**config.mk**
```make
export PLATFORM = sky130hd
export DESIGN_NAME = imu_uart_frame_parser
export DESIGN_NICKNAME = d
export VERILOG_FILES = /design/src/design/imup_pkg.sv /design/src/design/imu_uart_frame_parser.sv /design/src/design/imup_frame_asm.sv
export VERILOG_INCLUDE_DIRS = /design/src /design/src/design
export SDC_FILE = /design/constraint.sdc
export NUM_CORES = 1
export LEC_CHECK = 0
export BUFFER_PORTS_ARGS = -buffer_cell sky130_fd_sc_hd__buf_2
export CORE_MARGIN = 4
export CORE_UTILIZATION = 30
export CTS_BUF_LIST = sky130_fd_sc_hd__clkbuf_2
export CTS_CLUSTER_DIAMETER = 100
export CTS_CLUSTER_SIZE = 10
export DETAILED_ROUTE_END_ITERATION = 6
export HOLD_SLACK_MARGIN = 0.15
export SKIP_LAST_GASP = 1
export SLEW_MARGIN = 20
export SYNTH_ARGS = -nofsm -noshare
export SYNTH_HDL_FRONTEND = slang
export SYNTH_SLANG_ARGS = --single-unit
```
**constraint.sdc**
```tcl
create_clock -name i_clk -period 3.6 [get_ports i_clk]
set_input_delay 0.18 -clock i_clk [delete_from_list [all_inputs] [get_ports i_clk]]
set_output_delay 0.18 -clock i_clk [all_outputs]
set_load 0.01 [all_outputs]
```
**src/design/assert_macros.svh**
```systemverilog
// Assertion helper macros shared by the RTL.
// No dependencies. Each check is clocked on i_clk and is off while i_rst_n is low.
`ifndef ASSERT_MACROS_SVH
`define ASSERT_MACROS_SVH

// Property that must hold at every clock edge out of reset.
`define AST_CLK(label, prop, msg) \
    label: assert property (@(posedge i_clk) disable iff (!i_rst_n) prop) \
        else $error(msg);

// Condition that must never be true out of reset.
`define AST_NEVER(label, cond, msg) \
    label: assert property (@(posedge i_clk) disable iff (!i_rst_n) !(cond)) \
        else $error(msg);

`endif

```
**src/design/imup_pkg.sv**
```systemverilog
// Shared constants, types and the type-byte decoder for the IMU frame parser.
// No dependencies.
`default_nettype none

package imup_pkg;

    localparam int unsigned DATA_LEN    = 8;
    localparam int unsigned STORE_DEPTH = DATA_LEN + 1;
    localparam int unsigned FRAME_LEN   = 11;
    localparam int unsigned CNT_W       = 4;

    localparam logic [7:0] HDR_BYTE   = 8'h55;
    localparam logic [7:0] TYPE_ACCEL = 8'h51;
    localparam logic [7:0] TYPE_GYRO  = 8'h52;
    localparam logic [7:0] TYPE_ANGLE = 8'h53;

    localparam logic [1:0] GRP_ACCEL = 2'd0;
    localparam logic [1:0] GRP_GYRO  = 2'd1;
    localparam logic [1:0] GRP_ANGLE = 2'd2;

    typedef logic [CNT_W-1:0] t_cnt;

    localparam t_cnt CNT_IDLE = t_cnt'(0);
    localparam t_cnt CNT_HDR  = t_cnt'(1);
    localparam t_cnt CNT_LAST = t_cnt'(FRAME_LEN - 1);

    // Frame assembler status toward the decode/output stage.
    typedef struct packed {
        logic                           at_last;   // next byte closes the frame
        logic [7:0]                     type_byte;
        logic [DATA_LEN-1:0][7:0]       data;      // [0] is data byte 2
    } t_asm_stat;

    typedef struct packed {
        logic       known;
        logic [1:0] grp;
    } t_grp_dec;

    function automatic t_grp_dec decode_type(input logic [7:0] type_byte);
        t_grp_dec d;
        d.known = 1'b1;
        d.grp   = GRP_ACCEL;
        unique case (type_byte)
            TYPE_ACCEL: d.grp = GRP_ACCEL;
            TYPE_GYRO:  d.grp = GRP_GYRO;
            TYPE_ANGLE: d.grp = GRP_ANGLE;
            default:    d.known = 1'b0;
        endcase
        return d;
    endfunction

endpackage

`default_nettype wire

```
**src/design/imu_uart_frame_parser.sv**
```systemverilog
// Top level of the IMU serial frame parser: input handshake, decode, result register.
// Depends on imup_pkg, imup_frame_asm and assert_macros.svh.
`default_nettype none

// Takes one received serial byte per word and rebuilds 11-byte sensor frames:
// header 0x55, a type byte, eight data bytes and a trailing checksum that is
// accepted but not checked. Bytes other than 0x55 are dropped while no frame
// is open; a 0x55 inside a frame is plain data (no resync). On the eleventh
// byte the type picks the group (0x51 accel -> 0, 0x52 gyro -> 1, 0x53 angle
// -> 2) and one result word goes out in the next cycle with four signed
// 16-bit little-endian values; an unknown type closes the frame silently. A
// byte is accepted every clock, and the only input stall comes when the
// result register is still full and stalled at the moment a frame's last
// byte is due, since that byte needs the register.
module imu_uart_frame_parser
    import imup_pkg::*;
(
    input  wire logic               i_clk,
    input  wire logic               i_rst_n,
    // byte input
    input  wire logic               i_in_valid,
    output logic                    o_in_stall,
    input  wire logic [7:0]         i_rx_byte,
    // result output
    output logic                    o_out_valid,
    input  wire logic               i_out_stall,
    output logic [1:0]              o_group,
    output logic signed [15:0]      o_word_x,
    output logic signed [15:0]      o_word_y,
    output logic signed [15:0]      o_word_z,
    output logic signed [15:0]      o_word_temp
);

`include "assert_macros.svh"

    t_asm_stat          w_stat;
    t_grp_dec           w_dec;
    logic               w_accept;
    logic               w_emit;

    logic               r_out_valid;
    logic [1:0]         r_group;
    logic signed [15:0] r_word_x, r_word_y, r_word_z, r_word_temp;

    // hold the input only when the closing byte would find the result reg busy
    assign o_in_stall = w_stat.at_last && r_out_valid && i_out_stall;
    assign w_accept   = i_in_valid && !o_in_stall;

    imup_frame_asm u_asm (
        .i_clk     (i_clk),
        .i_rst_n   (i_rst_n),
        .i_take    (w_accept),
        .i_rx_byte (i_rx_byte),
        .o_stat    (w_stat)
    );

    assign w_dec  = decode_type(w_stat.type_byte);
    assign w_emit = w_accept && w_stat.at_last && w_dec.known;

    always_ff @(posedge i_clk) begin
        if (!i_rst_n) begin
            r_out_valid <= 1'b0;
        end else if (w_emit) begin
            r_out_valid <= 1'b1;
        end else if (!i_out_stall) begin
            r_out_valid <= 1'b0;
        end
    end

    // data bytes are little endian pairs: data[0..1] = x, ... data[6..7] = temp
    always_ff @(posedge i_clk) begin
        if (w_emit) begin
            r_group     <= w_dec.grp;
            r_word_x    <= {w_stat.data[1], w_stat.data[0]};
            r_word_y    <= {w_stat.data[3], w_stat.data[2]};
            r_word_z    <= {w_stat.data[5], w_stat.data[4]};
            r_word_temp <= {w_stat.data[7], w_stat.data[6]};
        end
    end

    assign o_out_valid = r_out_valid;
    assign o_group     = r_group;
    assign o_word_x    = r_word_x;
    assign o_word_y    = r_word_y;
    assign o_word_z    = r_word_z;
    assign o_word_temp = r_word_temp;

    `AST_CLK(a_emit_shows, w_emit |=> o_out_valid,
        "decoded frame did not reach the output")
    `AST_CLK(a_rise_cause, $rose(o_out_valid) |-> $past(w_emit),
        "result appeared without a closing byte")
    `AST_CLK(a_stall_cause, o_in_stall |-> (o_out_valid && i_out_stall && w_stat.at_last),
        "input stalled without a busy result register")
    `AST_NEVER(a_group_code, o_out_valid && (o_group != GRP_ACCEL) &&
        (o_group != GRP_GYRO) && (o_group != GRP_ANGLE),
        "invalid group code on output")

endmodule

`default_nettype wire

```
**src/design/imup_frame_asm.sv**
```systemverilog
// Frame assembler: header sync, byte counter and the nine-byte body shift line.
// Depends on imup_pkg and assert_macros.svh.
`default_nettype none

module imup_frame_asm
    import imup_pkg::*;
(
    input  wire logic       i_clk,
    input  wire logic       i_rst_n,
    input  wire logic       i_take,
    input  wire logic [7:0] i_rx_byte,
    output t_asm_stat       o_stat
);

`include "assert_macros.svh"

    t_cnt                          r_count, n_count;
    logic [STORE_DEPTH-1:0][7:0]   r_bytes;
    logic                          w_shift;

    // body bytes (type + eight data) arrive while count is 1..9
    assign w_shift = i_take && (r_count != CNT_IDLE) && (r_count < CNT_LAST);

    always_comb begin
        n_count = r_count;
        if (i_take) begin
            priority if (r_count == CNT_IDLE) begin
                if (i_rx_byte == HDR_BYTE) begin
                    n_count = CNT_HDR;
                end
            end else if (r_count < CNT_LAST) begin
                n_count = r_count + CNT_HDR;
            end else begin
                n_count = CNT_IDLE;
            end
        end
    end

    always_ff @(posedge i_clk) begin
        if (!i_rst_n) begin
            r_count <= CNT_IDLE;
        end else begin
            r_count <= n_count;
        end
    end

    // oldest byte ends up at index 0 (type), newest enters at the top
    always_ff @(posedge i_clk) begin
        if (w_shift) begin
            r_bytes <= {i_rx_byte, r_bytes[STORE_DEPTH-1:1]};
        end
    end

    assign o_stat.at_last   = (r_count >= CNT_LAST);
    assign o_stat.type_byte = r_bytes[0];
    assign o_stat.data      = r_bytes[STORE_DEPTH-1:1];

    `AST_NEVER(a_cnt_range, r_count > CNT_LAST, "byte counter beyond frame end")
    `AST_CLK(a_close_frame, i_take && o_stat.at_last |=> r_count == CNT_IDLE,
        "frame did not close on last byte")

endmodule

`default_nettype wire
```
== After elaboration in Yosys (flattened, before gate mapping) ==
Cells that the tools add are included.
Cells by class
  multiplexer cells: 7
  magnitude comparators: 2
  equal/unequal tests: 6
  add/subtract/negate cells: 1
  reductions and logical operators: 12
Operator list (count)
  8-bit by 7-bit == test with 1-bit output, second input constant: 4
  4-bit two-way mux: 3
  1-bit logical AND: 7
  4-bit by 1-bit adder with 4-bit output, second input constant: 1
  4-bit greater-or-equal comparator, second input constant: 1
  4-bit zero test: 1
  4-bit < comparator, second input constant: 1
  2-bit one-hot mux with 2 select lines: 1
  4-bit nonzero test: 1
  1-bit two-way mux: 3
  3-bit OR reduction: 1
  2-bit by 1-bit != test with 1-bit output, second input constant: 1
  2-bit != test, second input constant: 1
  2-bit AND reduction: 1
  1-bit zero test: 1
Storage, ports and cells
  input bits: 12
  register bits: 143
  word-level logic and storage cells: 44
  output and inout bits: 68

== Longest topological paths before layout ==
  depth after elaboration: 8
  mapped depth: 6
  depth with buffers taken out: 6

== By module ==
A second synthesis with hierarchy kept.
Unflattened totals
  cell total of the unflattened synthesis: 188
  area, all modules: 4565.6 um2
By module, submodules not included
  imup_frame_asm: seq. area each 2242.2 um2, cells each 108, times used 1, area each 2467.4 um2
  imu_uart_frame_parser: seq. area each 2001.9 um2, cells each 80, times used 1, area each 2098.3 um2

== Worst setup path before layout ==
No wires, ideal clock.
  path kind: register to register
  start point: reg u_asm.r_count[0]
  end point: reg u_asm.r_bytes (netlist bit u_asm.o_stat[0]) (enable)
  arrival: 2.492 ns
  data required time: 3.174 ns
  stages on the path, launching flop included: 7
  clock period less this slack: 2.917 ns
  library setup time: 0.426 ns
  setup slack: 0.683 ns
  cell sequence: dfxtp_1 inv_1 ha_1 nor3_4 o21ai_2 nand3b_1 inv_1
Between the ends
  cells in the longest elaborated chain, start to end: 7
  elaborated cells between the ends (all ways): 9
  those cells by class: order compare: 2; reduce/logical: 7
RTL lines
  start, declared: line imup_frame_asm.sv:17  | t_cnt r_count, n_count;
  start signal, assigned: line imup_frame_asm.sv:43  | r_count <= n_count;
  4-bit greater-or-equal comparator: line imup_frame_asm.sv:54  | assign o_stat.at_last = (r_count >= CNT_LAST);
  1-bit logical AND (2 in series): line imu_uart_frame_parser.sv:46  | assign o_in_stall = w_stat.at_last && r_out_valid && i_out_stall;
  1-bit zero test: line imu_uart_frame_parser.sv:47  | assign w_accept = i_in_valid && !o_in_stall;
  1-bit logical AND: line imu_uart_frame_parser.sv:47
  1-bit logical AND: line imup_frame_asm.sv:22  | assign w_shift = i_take && (r_count != CNT_IDLE) && (r_count < CNT_LAST);
  1-bit logical AND (*): line imup_frame_asm.sv:22
  net u_asm.w_shift: line imup_frame_asm.sv:19  | logic w_shift;
  end signal, assigned: line imup_frame_asm.sv:50  | r_bytes <= {i_rx_byte, r_bytes[STORE_DEPTH-1:1]};
  end, declared: line imup_frame_asm.sv:18  | logic [STORE_DEPTH-1:0][7:0] r_bytes;
The timed path passes the listed nets; every way through them passes the cells marked *.
A chain may end at the register's enable or synchronous reset.

== Final worst setup path ==
  start point: reg u_asm.r_count[0]
  end point: reg r_out_valid, in the netlist o_out_valid
Between the ends
  cells in the longest elaborated chain, start to end: 8
  elaborated cells between the ends (all ways): 9
  those cells by class: order compare: 1; eq/ne: 1; mux: 1; reduce/logical: 6
RTL lines
  4-bit greater-or-equal comparator (*): line imup_frame_asm.sv:54
  1-bit logical AND (2 in series): line imu_uart_frame_parser.sv:46
  1-bit zero test: line imu_uart_frame_parser.sv:47
  1-bit logical AND: line imu_uart_frame_parser.sv:47
  1-bit logical AND (*) (2 in series): line imu_uart_frame_parser.sv:58  | assign w_emit = w_accept && w_stat.at_last && w_dec.known;
  net w_emit: line imu_uart_frame_parser.sv:39  | logic w_emit;
  2-bit by 1-bit != test with 1-bit output (no source line) or 1-bit two-way mux (tied branches)
  end signal, assigned: line imu_uart_frame_parser.sv:62  | r_out_valid <= 1'b0;
  end signal, assigned: line imu_uart_frame_parser.sv:64  | r_out_valid <= 1'b1;
  end signal, assigned: line imu_uart_frame_parser.sv:66  | r_out_valid <= 1'b0;
  end, declared: line imu_uart_frame_parser.sv:41  | logic r_out_valid;
Marks and branches as above.

==> impl_results.rst <==
.. list-table::
   :header-rows: 1

   * - Metric
     - Value
   * - Critical Path AT
     - 3470 ps
   * - # Post-CTS Setup Buffers
     - 0
   * - Antenna violations before repair
     - 0
   * - Highest cell delay on the worst timing path
     - 970 ps
   * - Fraction of post-synthesis cell area in the top cell type by area
     - 0.914
   * - Reg clk slew, reported paths
     - 200 ps
   * - Post-DP HPWL
     - slightly below 5000 um
   * - CTS H-Tree Depth
     - 4
   * - Worst-case hold slack
     - 254 ps
   * - Max_cap viols
     - 0
   * - Reg2reg path depth
     - 7
   * - Proportion of synthesized area in mux cells
     - 0
   * - Worst slew pin tran
     - 1060 ps
   * - Row count
     - 44
   * - Latest clock arrival within the worst-skew pair
     - 630 ps
   * - Post-Route Skew
     - roughly 28 ps
   * - Share of total power in combinational logic
     - 0.008
   * - Die Span X
     - 131 um
   * - Switching share of power
     - 0.187
   * - Number of stages on the worst hold path
     - 2
   * - Sequential area share after synthesis
     - 0.936
   * - Required arrival time at the worst endpoint
     - 4200 ps
   * - Most common flop cell mapped by yosys
     - sky130_fd_sc_hd__edfxtp_1
   * - Count of distinct cell types in the synthesized netlist
     - 26
   * - Number of enable-type register cells in the synthesized netlist
     - 138
   * - Average footprint of a synthesized cell
     - 24.2 um2
   * - Post-synthesis share of cell area spent on full adders, half adders and majority gates
     - 0.00828
   * - Cell count after placement
     - ~450
   * - Via count of the first global-routing pass
     - 2088
   * - Nets
     - 314
   * - Xor-xnor portion of the synthesized cell area
     - 0
   * - Total GRT Usage
     - 0.0905
   * - Ordered list of cells on the worst path
     - inv_1, ha_1, nor3_4, o21ai_2, and3b_4, o21a_1, dlygate4sd3_1
   * - Wire length of the first global-routing pass
     - 11300 um
   * - Internal power of the cells
     - 2.41 mW
   * - Share of flip-flops with an asynchronous set or reset after synthesis
     - 0
   * - Status
     - finished, final reports clean
   * - Critical Path Start Type
     - flip-flop
   * - TritonCTS clock tree
     - yes
   * - Master of the slowest instance on the critical path
     - sky130_fd_sc_hd__and3b_4
   * - Layout overhead on the synthesized area
     - 24.4%
   * - Most frequent cells after synthesis
     - sky130_fd_sc_hd__edfxtp_1 (138), sky130_fd_sc_hd__nor2_1 (6), sky130_fd_sc_hd__dfxtp_1 (5), sky130_fd_sc_hd__nand2_1 (5)
   * - Via count
     - 2083
   * - Worst-path fanout max
     - 67
   * - Ratio of final minimum period to clock period
     - 0.799
   * - Cell with the most instances after synthesis
     - sky130_fd_sc_hd__edfxtp_1
   * - Drt via density
     - 4.20
   * - Fraction of final layout cells with drive strength greater than 1
     - 0.372
   * - Max-slew violation total from the final report
     - 0
   * - Min Clock Period, post-route
     - 2880 ps
   * - Iteration-0 DRC count of the detailed router
     - 145
   * - Die H
     - 131 um
   * - Count of input and output buffers
     - 79
   * - Initial Utilization
     - 0.310
   * - Total wirelength of the detailed-routed design
     - 7380 um
   * - Number of diodes
     - 0
   * - Crit Path Category
     - flip-flop to flip-flop
   * - DR DRC count
     - 0
   * - Worst Hold Class
     - primary input to flip-flop
   * - Number of detailed-routing iterations run before antenna repair
     - 5
   * - Summed instance area of the synthesized netlist
     - 0.00453 mm2
   * - Synth Warn #
     - 0
   * - Total of endpoints with negative setup slack in the final report
     - 0
   * - Total negative slack
     - 0 ps
   * - PwrDens
     - 525 mW/mm2
   * - Routability-driven placement congestion ratio
     - 0.701
   * - Antenna Nets Post-Route
     - 0
   * - Total CTS buffers
     - 17
   * - Synth Area in Simple Gates
     - 0.0345
   * - Complex-gate fraction of the synthesized area
     - 0.0179
   * - Remaining global-route overflow
     - 0
   * - Synthesized instance count
     - roughly 190
   * - Top cells by area in the synthesized netlist
     - sky130_fd_sc_hd__edfxtp_1 (91%), sky130_fd_sc_hd__dfxtp_1 (2.2%), sky130_fd_sc_hd__ha_1 (0.83%), sky130_fd_sc_hd__nor2_1 (0.50%), sky130_fd_sc_hd__nor4bb_1 (0.44%)
   * - Switching power
     - 0.553 mW
   * - Clock power frac
     - 0.386
   * - Cell type contributing the most total cell area after synthesis
     - sky130_fd_sc_hd__edfxtp_1
   * - RSZ-0062 raised after global routing
     - false
   * - Full die area
     - ~0.017 mm2
   * - Main combinational cell family by area after synthesis
     - simple AND/OR/NAND/NOR gates
   * - Leakage power figure
     - 1.95 nW
   * - FF+latch count, synth
     - between 100 and 150
   * - Max-Slew Margin vs Limit
     - 0.292
   * - Area of the core
     - 0.0146 mm2
   * - Final hold violations
     - 0
   * - Achievable frequency
     - 0.348 GHz
   * - I/O pin count
     - 80
   * - Number of buffers on the longest clock path
     - 2
   * - Number of nets produced by synthesis
     - 202
   * - Master cell of the clock root buffer
     - sky130_fd_sc_hd__clkbuf_2
   * - Wire length per cell after detailed routing
     - 14.9 um
   * - Sink count of the clock tree
     - 143
   * - Power share of the sequential group
     - 0.607
   * - Number of non-filler instances in the completed layout
     - 496
   * - Endpoint type of the worst setup path
     - flip-flop
   * - Largest net degree at the start of global routing
     - 68
   * - Largest voltage drop on the vdd net
     - 0.236 mV
-- flip-flops by register name, summed over array words and instances, names as in the netlist --
signal / flops
u_asm.o_stat: 72
o_word_temp: 16
o_word_x: 16
o_word_y: 16
o_word_z: 16
u_asm.r_count: 4
o_group: 2
o_out_valid: 1
-- final cells by class --
| cell class | instances | area, um2 |
|---|---|---|
| fill | 1370 | 9000 |
| inverter | 4 | 16.3 |
| clock buffer | 18 | 90.1 |
| timing repair buffer | 93 | 546 |
| tap | 184 | 230 |
| clock inverter | 14 | 238 |
| multi-input combinational | 40 | 278 |
| sequential | 143 | 4240 |
-- worst max-delay path, delay by kind of cell (launching register included) --
kind	cells	cell delay, ps
AOI/OAI and AO/OA	2	320
adders and majority gates	1	250
buffers and inverters	2	640
DFF	1	400
and+or+nand+nor	2	1150
-- final timing paths --
path	startpoint	endpoint	slack [ps]
worst max register to register	u_asm.r_count[0]$_SDFFE_PN0P_	o_out_valid$_SDFFE_PN0P_	720
worst min register to register	u_asm.o_stat[17]$_DFFE_PP_	o_word_y[1]$_DFFE_PP_	450
worst min-delay path	i_rx_byte[4]	u_asm.o_stat[60]$_DFFE_PP_	250
worst max-delay path	u_asm.r_count[0]$_SDFFE_PN0P_	o_out_valid$_SDFFE_PN0P_	720
-- per-layer routing --
metal  wire length (um)  share of wire  GRT usage  up-vias
met5                  0              0          0        -
met4                 84          0.011     0.0381        0
met3                695          0.094     0.0423        6
met2               3390           0.46      0.130       91
met1               3210           0.43      0.118     1014
li1                   -              -          -      972
-- power groups by stage --
| stage | sequential, mW | clock [mW] | combinational, mW |
|---|---|---|---|
| 3_3_place_gp | 1.84 | 0 | 0.0130 |
| 3_5_place_dp | 1.84 | 0 | 0.0135 |
| 5_1_grt | 1.80 | 1.26 | 0.0249 |
| 6_report | 1.80 | 1.14 | 0.0226 |
| 2_1_floorplan | 1.84 | 0 | 0.00357 |
| 4_1_cts | 1.80 | 1.18 | 0.0226 |
-- kinds of logic after synthesis --
| family | count (synthesis) |
|---|---|
| adders and majority gates | 3 |
| buffers and inverters | 4 |
| and+or+nand+nor | 25 |
| DFF | 143 |
| AOI/OAI and AO/OA | 12 |
-- per-stage QoR --
| stage | utilization | worst slack [ps] | instance area, um2 | power, mW |
|---|---|---|---|---|
| 6_report | 0.385 | 723 | 5640 | 2.96 |
| 5_1_grt | 0.385 | 528 | 5640 | 3.08 |
| 4_1_cts | 0.385 | 729 | 5640 | 3.01 |
| 3_5_place_dp | 0.354 | 1020 | 5180 | 1.85 |
| 3_3_place_gp | 0.354 | 1210 | 5180 | 1.85 |
| 2_1_floorplan | - | 683 | 4530 | 1.84 |
-- layout by cell type, fill, tap and decap left out, types with 2 or more instances in the layout --
cell type	count
sky130_fd_sc_hd__nand3_1	2
sky130_fd_sc_hd__edfxtp_1	138
sky130_fd_sc_hd__nor4bb_1	2
sky130_fd_sc_hd__ha_1	3
sky130_fd_sc_hd__dfxtp_1	5
sky130_fd_sc_hd__clkinv_2	4
sky130_fd_sc_hd__clkbuf_2	18
sky130_fd_sc_hd__dlygate4sd3_1	13
sky130_fd_sc_hd__inv_1	3
sky130_fd_sc_hd__bufinv_16	6
sky130_fd_sc_hd__buf_2	79
sky130_fd_sc_hd__and2_1	2
sky130_fd_sc_hd__nor2_1	6
sky130_fd_sc_hd__clkinv_4	3
sky130_fd_sc_hd__o21ai_0	4
sky130_fd_sc_hd__nand2_1	5
-- what timing repair did --
action	CTS	global route
gates resized for setup	0	0
hold endpoints to repair	13	0
hold buffers	13	0
Note: power is estimated with default switching activity, not from simulation.
